<file path="src/hdl/bfnn_pkg.sv">
// ----------------------------------------------------------------------------
// bfnn_pkg
// Shared types and constants of the nearest-neighbor table.
// ----------------------------------------------------------------------------
package bfnn_pkg;

	localparam int OP_W    = 3;
	localparam int ID_W    = 16;
	localparam int IN_CW   = 16;
	localparam int MAX_DIM = 6;
	localparam int DIST_W  = 35;
	localparam int K_W     = 7;
	localparam int STS_W   = 2;

	localparam logic [OP_W-1:0] OP_INSERT  = 3'd0;
	localparam logic [OP_W-1:0] OP_DELETE  = 3'd1;
	localparam logic [OP_W-1:0] OP_FIND    = 3'd2;
	localparam logic [OP_W-1:0] OP_NEAREST = 3'd3;
	localparam logic [OP_W-1:0] OP_RADIUS  = 3'd4;
	localparam logic [OP_W-1:0] OP_KNN     = 3'd5;

	localparam logic [STS_W-1:0] STS_OK      = 2'd0;
	localparam logic [STS_W-1:0] STS_FULL    = 2'd1;
	localparam logic [STS_W-1:0] STS_NOMATCH = 2'd2;
	localparam logic [STS_W-1:0] STS_EMPTY   = 2'd3;

	localparam logic [DIST_W-1:0] DIST_MAX = '1;

	typedef struct packed {
		logic [OP_W-1:0]          op;
		logic [ID_W-1:0]          id;
		logic [MAX_DIM*IN_CW-1:0] coords;
		logic [DIST_W-1:0]        radius;
		logic [K_W-1:0]           k;
	} cmd_t;

	typedef struct packed {
		logic [STS_W-1:0]  status;
		logic [ID_W-1:0]   id;
		logic [DIST_W-1:0] dist_sq;
		logic              present;
		logic              last;
	} res_t;

	typedef enum logic [3:0] {
		S_IDLE,
		S_SRCH,
		S_SHIFT_RD,
		S_SHIFT_WR,
		S_DRD,
		S_DLD,
		S_DMUL,
		S_SEL,
		S_FINAL,
		S_REPLY
	} bk_state_t;

endpackage

</file>
<file path="src/hdl/bfnn_front.sv">
// ----------------------------------------------------------------------------
// bfnn_front
// Input stage: registers an item, drops undefined operations, queues commands.
// ----------------------------------------------------------------------------
module bfnn_front import bfnn_pkg::*; (
	input  logic               clk,
	input  logic               arst_n,
	input  logic               push,
	output logic               full,
	input  logic [OP_W-1:0]    operation,
	input  logic [ID_W-1:0]    point_id,
	input  logic signed [15:0] coord_0,
	input  logic signed [15:0] coord_1,
	input  logic signed [15:0] coord_2,
	input  logic signed [15:0] coord_3,
	input  logic signed [15:0] coord_4,
	input  logic signed [15:0] coord_5,
	input  logic [DIST_W-1:0]  radius_sq,
	input  logic [K_W-1:0]     count_k,
	input  logic               cmd_full,
	output logic               cmd_push,
	output cmd_t               cmd
);
	logic v_s1;
	cmd_t cmd_s1;
	logic op_ok;
	logic acc;

	assign full = v_s1 & cmd_full;
	assign acc  = push & ~full;

	always_comb begin
		case (cmd_s1.op) inside
			[OP_INSERT:OP_KNN]: op_ok = 1'b1;
			default:            op_ok = 1'b0;
		endcase
	end

	assign cmd_push = v_s1 & ~cmd_full & op_ok;
	assign cmd      = cmd_s1;

	always_ff @(posedge clk or negedge arst_n) begin
		if (!arst_n)
			v_s1 <= 1'b0;
		else if (acc)
			v_s1 <= 1'b1;
		else if (v_s1 && !cmd_full)
			v_s1 <= 1'b0;
	end

	always_ff @(posedge clk) begin
		if (acc) begin
			cmd_s1.op     <= operation;
			cmd_s1.id     <= point_id;
			cmd_s1.coords <= {coord_5, coord_4, coord_3, coord_2, coord_1, coord_0};
			cmd_s1.radius <= radius_sq;
			cmd_s1.k      <= count_k;
		end
	end

endmodule

</file>
<file path="config.mk">
export PLATFORM = sky130hd
export DESIGN_NAME = bfnn_front
export DESIGN_NICKNAME = d
export VERILOG_FILES = /design/src/hdl/bfnn_pkg.sv /design/src/hdl/bfnn_front.sv
export SDC_FILE = /design/constraint.sdc
export NUM_CORES = 1
export LEC_CHECK = 0
export BUFFER_PORTS_ARGS = -buffer_cell sky130_fd_sc_hd__buf_2
export CAP_MARGIN = 20
export CORE_AREA = 2 2 124 126
export DETAILED_ROUTE_END_ITERATION = 10
export DIE_AREA = 0 0 126 128
export HOLD_SLACK_MARGIN = 0.02
export SLEW_MARGIN = 20
export SYNTH_ARGS = -nofsm -noshare
export SYNTH_HDL_FRONTEND = slang
export SYNTH_SLANG_ARGS = --single-unit
</file>
<file path="constraint.sdc">
create_clock -name clk -period 21.2 [get_ports clk]
set_input_delay 2.12 -clock clk [delete_from_list [all_inputs] [get_ports clk]]
set_output_delay 2.12 -clock clk [all_outputs]
set_load 0.005 [all_outputs]
</file>
==> results_dict.tcl <==
set metrics [dict create \
    outcome "completed" \
    post_synth.cell_area_avg_um2 29.3 \
    power.sequential.fraction 0.521 \
    clock_power_share 0.420 \
    coreArea_mm2 0.0149 \
    antenna-diode-count 0 \
    synthesis.nets 324 \
    tritoncts_num_sinks 158 \
    timing.hold.worst_path_depth 2 \
    switching_share 0.196 \
    synthCells 163 \
    cp_data_required_time_ns 19.08 \
    synth_compound_area_frac 0.00157 \
    cts-htree-levels 4 \
    rr_endpoint "cmd[79]" \
    worst_clock_skew_ns 0.00402 \
    worstSkewPairLatency_ns 0.40 \
    detail_route.iter0.violations 123 \
    syn_to_final_growth_pct 51.2 \
    critical-path-max-stage-delay_ns 0.19 \
    hold_path_class "reg -> reg" \
    num-nets-final 664 \
    period_needed_ns 4.68 \
    critPathLaunchType "input pin" \
    ff_to_ff_start "v_s1" \
    yosysWarningCount 0 \
    yosys.area_share.xor_xnor 0 \
    critical_path.cell_chain "buf_2, a211oi_1, buf_2" \
    floorplan.initialDensity 0.321 \
    grt_pass1_vias 3013 \
    hold-worst-slack_ns 0.642 \
    grt_setup_unrepaired "false" \
    n_fill_cell 1307 \
    post_synth_fa_ha_maj_area_fraction 0 \
    p_per_area_mw_per_mm2 98.1 \
    cts_setup_buffers 0 \
    main_combinational_cell_family_by_area_after_synthesis "simple AND/OR/NAND/NOR gates" \
    final_hold_fails 0 \
    timing.critical_path.mode_cell "sky130_fd_sc_hd__buf_2" \
    max-slew-margin-rel 0.345 \
    antenna_found_initial 1 \
    detailroute.via_count 2921 \
    grt_first_pass_wirelength_um 15800 \
    grt_use_total 0.132 \
    dp.cells 672 \
    place_congestion 0.762 \
    route.antenna.remaining_nets 0 \
    avgViaCountPerCell 4.15 \
    yosysSeqAreaShare 0.993 \
    total_area_of_multi_input_combinational_cells_um2 36.3 \
    clock_tree.buffer_depth 2 \
    post_synth_num_cell_types 7 \
    cp-startpoint "cmd_full" \
    clk_root_buffer_cell "sky130_fd_sc_hd__clkbuf_16" \
    synth.ff_latch_count 158 \
    worst_setup_hold_path_clk_slew_ns 0.06 \
    r2r_slack_ns 18.45 \
    largest_net_degree_at_the_start_of_global_routing 81 \
    syn_area_mm2 0.00477 \
    max_freq_mhz 214 \
    total_of_buffers_placed_on_input_and_output_ports 319 \
    reg2reg_path_depth 4 \
    drv_cap 0 \
    core.rowCount 45 \
    critPathArrivalTime_ns 2.56 \
    endpoint "cmd_push" \
    post_cts.resized_instances 0 \
    routed_len_inst_um 15.7 \
    drv_slew 0 \
    timing.final.setup_violations 0 \
    synth_simple_gate_area_share 0.00446 \
    detailedRoute.firstPassIterationCount 4 \
    power.combinational.fraction 0.059 \
    cts_hold_buf 0 \
    final.period_utilization 0.221 \
    leakagePower_nw 3.08 \
    tightestPinTransition_ns 0.983 \
    fin_tns_setup_ns 0 \
    cp_max_fo 2 \
    grt.overflow.total 0 \
    cts_tree "yes" \
    muxShareOfSynthArea 0 \
    timing_worst_setup_path_type "in -> out" \
    final_cells 704 \
    floorplan.die_area_mm2 0.0161 \
    count_of_pins_on_the_block_boundary 320 \
    p_int_mw 0.569 \
    power.ir.vdd_worst_v 0.0000567 \
    power.net_switching_mw 0.139 \
    timing.critical_path.to_type "primary output" \
    cts_inserted_buffers 17 \
    drc 0 \
    die_width_um 126 \
    fp.dieH_um 128 \
    drt-total-wl_um 11100 \
    final_layout_size_suffix_gt1_frac 0.682 \
    seqCellArea_mm2 0.00474 \
    critPathSlowestCell "sky130_fd_sc_hd__a211oi_1" \
]
==> synth_stat cells, drive strengths merged <==
library cell,n,area share
edfxtp,157,0.99
a211oi,1,0.0016
and2,1,0.0018
dfrtp,1,0.0052
inv,1,0.00079
nor2b,1,0.0013
or2,1,0.0013
==> sequential cells by signal, indices dropped and copies added (netlist names) <==
signal / flops
v_s1: 1
cmd: 157
==> power groups by stage <==
stage                     logic [mW]  clock network, mW  registers [mW]
after floorplan              0.00595                  0           0.382
after global placement        0.0418                  0           0.375
after detailed placement      0.0427                  0           0.376
after CTS                     0.0428              0.305           0.369
after global routing          0.0458              0.319           0.370
final                         0.0416              0.297           0.369
==> cell type report <==
cell class	count	share of cell area
inverters	1	0.000520
flip-flops and latches	158	0.657
repair buffers	321	0.223
well taps	188	0.0326
multi-input cells	4	0.00503
clock inverters	9	0.0151
clock buffers	23	0.0663
==> worst min path at each step <==
stage          endpoint  slack [ns]  start
6_report           v_s1        0.64   v_s1
5_1_grt            v_s1        0.66   v_s1
4_1_cts            v_s1        0.64   v_s1
3_5_place_dp       v_s1        0.63   v_s1
3_3_place_gp       v_s1        0.61   v_s1
2_1_floorplan      v_s1        0.58   v_s1
==> cells by family after synthesis <==
| kind of cell | Yosys count |
|---|---|
| buf+inv | 1 |
| flops | 158 |
| compound gates | 1 |
| simple gates | 3 |
==> per-stage QoR <==
stage / utilization / power, mW / instance area [µm²] / setup slack (ns)
6_report: 0.485 / 0.708 / 7210 / 16.52
5_1_grt: 0.485 / 0.735 / 7210 / 16.50
4_1_cts: 0.485 / 0.717 / 7210 / 16.50
3_5_place_dp: 0.446 / 0.418 / 6630 / 16.50
3_3_place_gp: 0.446 / 0.417 / 6630 / 16.50
2_1_floorplan: - / 0.388 / 4770 / 11.36
==> cell usage in the layout, fill, tap and decap left out, types with 2 or more instances in the layout <==
cell                        count
sky130_fd_sc_hd__clkbuf_8       3
sky130_fd_sc_hd__clkbuf_16     17
sky130_fd_sc_hd__clkbuf_1       3
sky130_fd_sc_hd__clkinv_2       3
sky130_fd_sc_hd__buf_2        319
sky130_fd_sc_hd__edfxtp_1     157
sky130_fd_sc_hd__clkinv_4       2
sky130_fd_sc_hd__buf_4          2
sky130_fd_sc_hd__bufinv_16      2
==> worst max-delay path, delay by kind of cell <==
kind,cells,cell delay (ns)
buffers and inverters,2,0.24
AOI/OAI and AO/OA,1,0.19
==> routing by layer <==
layer / vias to the layer above / wire length [µm] / track usage
li1: 1343 / - / -
met4: 2 / 217 / 0.0582
met3: 18 / 1220 / 0.0726
met1: 1380 / 3820 / 0.140
met2: 178 / 5780 / 0.217
met5: - / 16 / 0
No activity file was read; power rests on OpenSTA's default activity.
