### src/hdl/bfnn_fifo.sv
// ----------------------------------------------------------------------------
// bfnn_fifo
// Small synchronous queue, used between front and back and on the results.
// ----------------------------------------------------------------------------
module bfnn_fifo #(
	parameter int WIDTH = 8,
	parameter int DEPTH = 2
) (
	input  logic             clk,
	input  logic             arst_n,
	input  logic             wr,
	input  logic [WIDTH-1:0] din,
	output logic             full,
	input  logic             rd,
	output logic [WIDTH-1:0] dout,
	output logic             empty
);
	localparam int AW = $clog2(DEPTH);
	localparam int CW = $clog2(DEPTH + 1);

	logic [WIDTH-1:0] mem_q [DEPTH];
	logic [AW-1:0]    wp_q, rp_q;
	logic [CW-1:0]    cnt_q;
	logic             wr_ok, rd_ok;

	assign full  = (cnt_q == CW'(DEPTH));
	assign empty = (cnt_q == '0);
	assign wr_ok = wr & ~full;
	assign rd_ok = rd & ~empty;
	assign dout  = mem_q[rp_q];

	always_ff @(posedge clk or negedge arst_n) begin
		if (!arst_n) begin
			wp_q  <= '0;
			rp_q  <= '0;
			cnt_q <= '0;
		end else begin
			if (wr_ok)
				wp_q <= (wp_q == AW'(DEPTH - 1)) ? '0 : wp_q + 1'b1;
			if (rd_ok)
				rp_q <= (rp_q == AW'(DEPTH - 1)) ? '0 : rp_q + 1'b1;
			if (wr_ok && !rd_ok)
				cnt_q <= cnt_q + 1'b1;
			else if (rd_ok && !wr_ok)
				cnt_q <= cnt_q - 1'b1;
		end
	end

	always_ff @(posedge clk) begin
		if (wr_ok)
			mem_q[wp_q] <= din;
	end

endmodule

### config.mk
export PLATFORM = sky130hd
export DESIGN_NAME = bfnn_fifo
export DESIGN_NICKNAME = d
export VERILOG_FILES = /design/src/hdl/bfnn_fifo.sv
export SDC_FILE = /design/constraint.sdc
export NUM_CORES = 1
export LEC_CHECK = 0
export BUFFER_PORTS_ARGS = -buffer_cell sky130_fd_sc_hd__buf_4
export CAP_MARGIN = 15
export CORE_MARGIN = 2
export CORE_UTILIZATION = 52
export DETAILED_ROUTE_END_ITERATION = 8
export PLACE_DENSITY = 0.8
export SLEW_MARGIN = 15
export SYNTH_ARGS = -nofsm -noshare
export SYNTH_HDL_FRONTEND = slang
export SYNTH_SLANG_ARGS = --single-unit
### constraint.sdc
create_clock -name clk -period 3.9 [get_ports clk]
set_input_delay 0.585 -clock clk [delete_from_list [all_inputs] [get_ports clk]]
set_output_delay 0.585 -clock clk [all_outputs]
set_load 0.02 [all_outputs]
==> flow_metrics.tcl, run 1 <==
set metrics [dict create \
    vias_per_cell 5.05 \
    worst_hold_slack_ns 0.0651 \
    grt_usage_pct 17.4 \
    p_clk_share_pct 20.8 \
    crit_family "flip-flops" \
    synth-xor-area-share_pct 6.56 \
    drcViolationCount 0 \
    cpPeakStageDelay_ns 0.60 \
    synth-main-ff-cell "edfxtp_1" \
    netlist_instances 44 \
    cellLeakagePower_nw 0.419 \
    fp.dieArea_sq_um 1830 \
    r2r_end "mem_q[0][5]$_DFFE_PP_" \
    crit_slowest_cell "dfrtp_1" \
    synth_top_family_by_area "multiplexers" \
    r2r_slack_ns 2.30 \
    syn_to_final_growth_pct 28.6 \
    critPathBufInv 1 \
    syn_avg_cell_area_sq_um 17.8 \
    cts_resized 0 \
    synthTopCellsByCount "edfxtp_1, mux2_1, dfrtp_1" \
    die_y_um 42.8 \
    io_pins 22 \
    ys_types 15 \
    wl_um 1290 \
    synth_fa_ha_area_share_pct 1.60 \
    worst_pin_slew_ns 0.644 \
    worstSkewPairLatency_ns 0.29 \
    p_switching_uw 259 \
    synth_compound_area_share_pct 0.640 \
    synthTopCellsByArea "edfxtp_1, dfrtp_1, mux2_1" \
    cp-end-kind "output port" \
    drt_iter0_drc 7 \
    n_antenna_cell 0 \
    synth_nets 57 \
    synthSimpleGateAreaFrac_pct 3.84 \
    core_area_sq_um 1350 \
    die-width_um 42.8 \
    antenna_found_initial 0 \
    ys_async_sr_fraction_pct 20.0 \
    max_freq_mhz 495 \
    drv_slew 0 \
    crit_chain "mux2_1 -> buf_4" \
    cts_root_buf "clkbuf_4" \
    timing.final.crit_period_ns 2.02 \
    cts_tree "done" \
    io_buffers 21 \
    arrival_ns 1.43 \
    grt_pass1_wl_um 2170 \
    rows 13 \
    cts.clk_slew.worst_paths_ns 0.11 \
    tns_ns 0 \
    yosys-mux-area-fraction_pct 11.5 \
    required_ns 3.31 \
    route.antenna.remaining_nets 0 \
    run_status "completed" \
    cts_hold_buf 0 \
    dr.pass1.iters 4 \
    synth-edff-count 16 \
    num_vias 419 \
    period_share_pct 51.8 \
    intPower_uw 542 \
    grt_overflow_total 0 \
    power_frac_seq_pct 43.7 \
    htree_levels 1 \
    grt_pass1_vias 466 \
    finClkSkew_ns 0.00183 \
    n_fill_cell 88 \
    finalHoldViolations 0 \
    grt_max_degree 13 \
    start_util_pct 57.9 \
    max-clock-path-buffers 2 \
    rsz0062_at_grt "no" \
    cts_setup_buffers 0 \
    max-cap-violations 0 \
    finalWeightedCongestion 0.679 \
    ys_seq_area_share_pct 74.2 \
    hold_path_class "primary input to async pin" \
    worstPathMaxFanout 9 \
    startpoint_type "flip-flop" \
    yosysMostFrequentCell "edfxtp_1" \
    nets 82 \
    worst-setup-path-type "flip-flop to output port" \
    layout-drive-gt1-share_pct 42.6 \
    r2r_cells 3 \
    synth_top_area_cell "edfxtp_1" \
    setup_viol 0 \
    synth-seq-cells 20 \
    swShare_pct 32.3 \
    power.total_uw 800 \
    netlist_area_sq_um 782 \
    r2r-start "cnt_q[0]$_DFFE_PN0P_" \
    synth.top_cell.area_share_pct 61.4 \
    combPwrFrac_pct 35.5 \
    powerDensity_nw_per_um2 796 \
    clock-sinks 20 \
    ir_drop_uv 689 \
    slew_headroom_pct 56.9 \
    cts_buffers 3 \
    ys_warn_count 0 \
    wire_per_inst_um 15.5 \
]
## cell usage in the layout, fill, tap and decap left out, types with 2 or more instances in the layout
| cell | n |
|---|---|
| dfrtp_1 | 4 |
| xor2_1 | 2 |
| edfxtp_1 | 16 |
| mux2_1 | 6 |
| mux2_2 | 2 |
| inv_1 | 2 |
| nor2_1 | 3 |
| clkbuf_4 | 3 |
| buf_4 | 21 |
| xnor2_1 | 2 |
## kinds of logic after synthesis
kind of cell,Yosys count
AO/OA/AOI/OAI,1
XOR/XNOR,5
adder cells (fa/ha/maj),1
buffers and inverters,3
flip-flops,20
multiplexers,8
AND/OR/NAND/NOR,6
## routing by layer
layer | vias up | global-route usage [%] | share of wire, %
met1 | 200 | 17.7 | 39
met5 | - | 0 | 0
li1 | 207 | - | -
met4 | 0 | 9.38 | 0.31
met3 | 2 | 3.83 | 3.8
met2 | 10 | 32.1 | 57
## metrics by stage
step	std cells	setup WS (ns)	utilization (%)	cell area [sq um]
after floorplan	44	2.40	-	782
after global placement	79	2.24	70.6	953
after detailed placement	79	2.23	70.6	953
after CTS	83	1.88	74.5	1010
after global routing	83	1.80	74.5	1010
final	83	1.88	74.5	1010
## power by group through the flow
| stage | clock network (mW) | registers [mW] | logic (mW) |
|---|---|---|---|
| 3_5_place_dp | 0 | 0.353 | 0.287 |
| 5_1_grt | 0.181 | 0.356 | 0.309 |
| 2_1_floorplan | 0 | 0.325 | 0.206 |
| 3_3_place_gp | 0 | 0.347 | 0.282 |
| 6_report | 0.166 | 0.350 | 0.284 |
| 4_1_cts | 0.170 | 0.349 | 0.289 |
## how the worst max path moves through the flow
stage,from,endpoint,slack [ns],depth (start not counted)
2_1_floorplan,rp_q$_DFFE_PN0P_,dout[0],2.40,2
3_3_place_gp,wr,mem_q[0][4]$_DFFE_PP_,2.24,3
3_5_place_dp,rp_q$_DFFE_PN0P_,dout[2],2.23,2
4_1_cts,rp_q$_DFFE_PN0P_,dout[6],1.88,2
5_1_grt,rp_q$_DFFE_PN0P_,dout[6],1.80,2
6_report,rp_q$_DFFE_PN0P_,dout[3],1.88,2
## registers in the layout, indices dropped and copies added (netlist names)
name and flops:
rp_q 1, cnt_q 2, wp_q 1, mem_q 16
## area by class of cell
cell class	count	area [sq um]	area share (%)
inverter	2	7.51	0.746
tap	15	18.8	1.87
timing repair buffer	21	158	15.7
clock buffer	3	22.5	2.24
multi-input combinational	21	189	18.8
sequential	20	581	57.7
clock inverter	1	30.0	2.99
(Power assumes the default switching activity.)
==> run 2, diff against run 1 <==
- ABC_AREA: unset -> 1
- CORE_UTILIZATION: 52 -> 49
- PLACE_DENSITY: 0.8 -> 0.75
- clock period: 3.9 -> 2.05 ns (I/O delays scaled with it)
==> flow_metrics.tcl, run 2 <==
set metrics [dict create \
    wl_um 1430 \
    final_cell_area_sq_um 1020 \
    synthTopCellsByCount "nand2_1, edfxtp_1, inv_1" \
    max-clock-path-buffers 2 \
    cp-end-kind "output port" \
    layout-drive-gt1-share_pct 27.6 \
    synth-main-ff-cell "edfxtp_1" \
    reg_top3 "mem_q x16, cnt_q x2" \
    syn_to_final_growth_pct 25.8 \
    tns_ns 0 \
    arrival_ns 1.33 \
    wire_per_inst_um 12.5 \
    drt_iter0_drc 7 \
    ir_drop_uv 990 \
    worstSkewPairLatency_ns 0.30 \
    die_y_um 44.6 \
    synth-edff-count 16 \
    worst-setup-path-type "flip-flop to output port" \
    finClkSkew_ns 0.00523 \
    cts.clk_slew.worst_paths_ns 0.11 \
    die-width_um 44.6 \
    rows 14 \
    drcViolationCount 0 \
    n_fill_cell 123 \
    core_area_sq_um 1520 \
    hold_path_class "primary input to flip-flop" \
    netlist_instances 73 \
    cts_resized 0 \
    grt_pass1_wl_um 2230 \
    grt_usage_pct 16.6 \
    io_buffers 21 \
    route.antenna.remaining_nets 0 \
    syn_avg_cell_area_sq_um 11.1 \
    htree_levels 1 \
    netlist_area_sq_um 810 \
    regArea_sq_um 581 \
    worstPathMaxFanout 10 \
    rsz0062_at_grt "no" \
    cpPeakStageDelay_ns 0.56 \
    post_dp_cell_area_sq_um 982 \
    max-cap-violations 0 \
    grt_max_degree 12 \
    run_status "completed" \
    final_cell_mix "nand2_1, buf_4, edfxtp_1" \
    synthTopCellsByArea "edfxtp_1, nand2_1, dfrtp_1" \
    crit_slowest_cell "dfrtp_1" \
    grt_overflow_total 0 \
    num_vias 567 \
    cellLeakagePower_nw 0.481 \
    largest-register "mem_q" \
    ys_seq_area_share_pct 71.7 \
    finalHoldViolations 0 \
    cts_buffers 3 \
    cts_tree "done" \
    timing.final.crit_period_ns 1.63 \
    startpoint_type "flip-flop" \
    vias_per_cell 4.97 \
    period_share_pct 79.7 \
    antenna_found_initial 0 \
    ys_async_sr_fraction_pct 20.0 \
    critPathBufInv 2 \
    largest_reg_flops 16 \
    max_freq_mhz 612 \
    clock-sinks 20 \
    yosysMostFrequentCell "nand2_1" \
    powerDensity_nw_per_um2 1430 \
    start_util_pct 53.1 \
    synth.top_cell.area_share_pct 59.4 \
    multi_input_area_sq_um 194 \
    synth_top_area_cell "edfxtp_1" \
    io_pins 22 \
    crit_family "flip-flops" \
    drv_slew 0 \
    finalWeightedCongestion 0.814 \
    setup_viol 0 \
    ys_types 14 \
    ys_warn_count 0 \
    final_common_cell "nand2_1" \
    cts_root_buf "clkbuf_4" \
    nets 112 \
    worst_pin_slew_ns 0.660 \
    grt_pass1_vias 554 \
    dr.pass1.iters 5 \
    fp.dieArea_sq_um 1990 \
    cpMostUsedCell "nand2_1" \
    required_ns 1.74 \
    slew_headroom_pct 55.8 \
    crit_chain "inv_2 -> nand2_1 -> nand2_1 -> buf_4" \
    synth_nets 86 \
    synth-seq-cells 20 \
    n_antenna_cell 0 \
]
## run 2: worst register-to-register path, cell delays in order (launching register included)
cell and delay, ns:
dfrtp_1 0.43, inv_1 0.13, o21ai_0 0.12, nor2_1 0.54
## run 2: final timing paths
check,from,to,slack [ns],cells after the start
worst max-delay path,rp_q$_DFFE_PN0P_,dout[0],0.42,4
worst max register to register,cnt_q[1]$_DFFE_PN0P_,mem_q[1][3]$_DFFE_PP_,0.49,3
worst min-delay path,din[2],mem_q[1][2]$_DFFE_PP_,0.18,1
min in group asynchronous,arst_n,cnt_q[0]$_DFFE_PN0P_,0.37,2
max in group asynchronous,arst_n,cnt_q[1]$_DFFE_PN0P_,1.59,2
worst min register to register,wp_q$_DFFE_PN0N_,wp_q$_DFFE_PN0N_,0.50,2
## run 2: per-stage QoR
| step | util, % | hold slack (ns) | setup WS (ns) | cells | power [mW] |
|---|---|---|---|---|---|
| floorplan | - | 0.0119 | 0.651 | 73 | 1.03 |
| detailed placement | 64.4 | 0.106 | 0.496 | 109 | 1.28 |
| global route | 66.8 | 0.182 | 0.290 | 114 | 1.55 |
| finish | 66.8 | 0.182 | 0.416 | 114 | 1.46 |
| global placement | 64.4 | 0.107 | 0.573 | 109 | 1.26 |
| CTS | 66.8 | 0.180 | 0.387 | 114 | 1.47 |
## run 2: cells by family (layout without fill, tap and decap cells)
kind of cell	count (synthesis)	count (layout)	share of synthesized area, %
compound gates	2	2	1.24
flops	20	20	71.7
fa+ha+maj	1	1	1.55
xor+xnor	1	1	1.08
simple gates	40	40	20.1
buf+inv	9	34	4.33
## run 2: timing repair
| item | 4_1_cts | 5_1_grt |
|---|---|---|
| buffers inserted | 0 | 0 |
| hold endpoints to repair | 4 | 0 |
| endpoints found under the setup margin | 0 | 0 |
| hold buffers | 1 | 0 |
## run 2: cell type report
class	instances	share of cell area, %
timing repair buffer	22	16.5
clock inverter	1	0.369
sequential	20	57.0
clock buffer	3	2.21
tap	16	1.97
inverter	8	2.95
multi-input combinational	44	19.0
## run 2: per-layer routing
metal / share of wire [%] / GRT usage, %
met1: 41 / 18.0
met2: 50 / 29.3
met3: 6.2 / 2.86
met4: 2.0 / 10.9
met5: 0 / 0
## run 2: report_power, final
part	switching [mW]	internal, mW	total, mW	leakage, nW
combinational	0.381	0.243	0.624	0.268
sequential	0.0812	0.564	0.645	0.197
clock	0.115	0.0710	0.186	0.0154
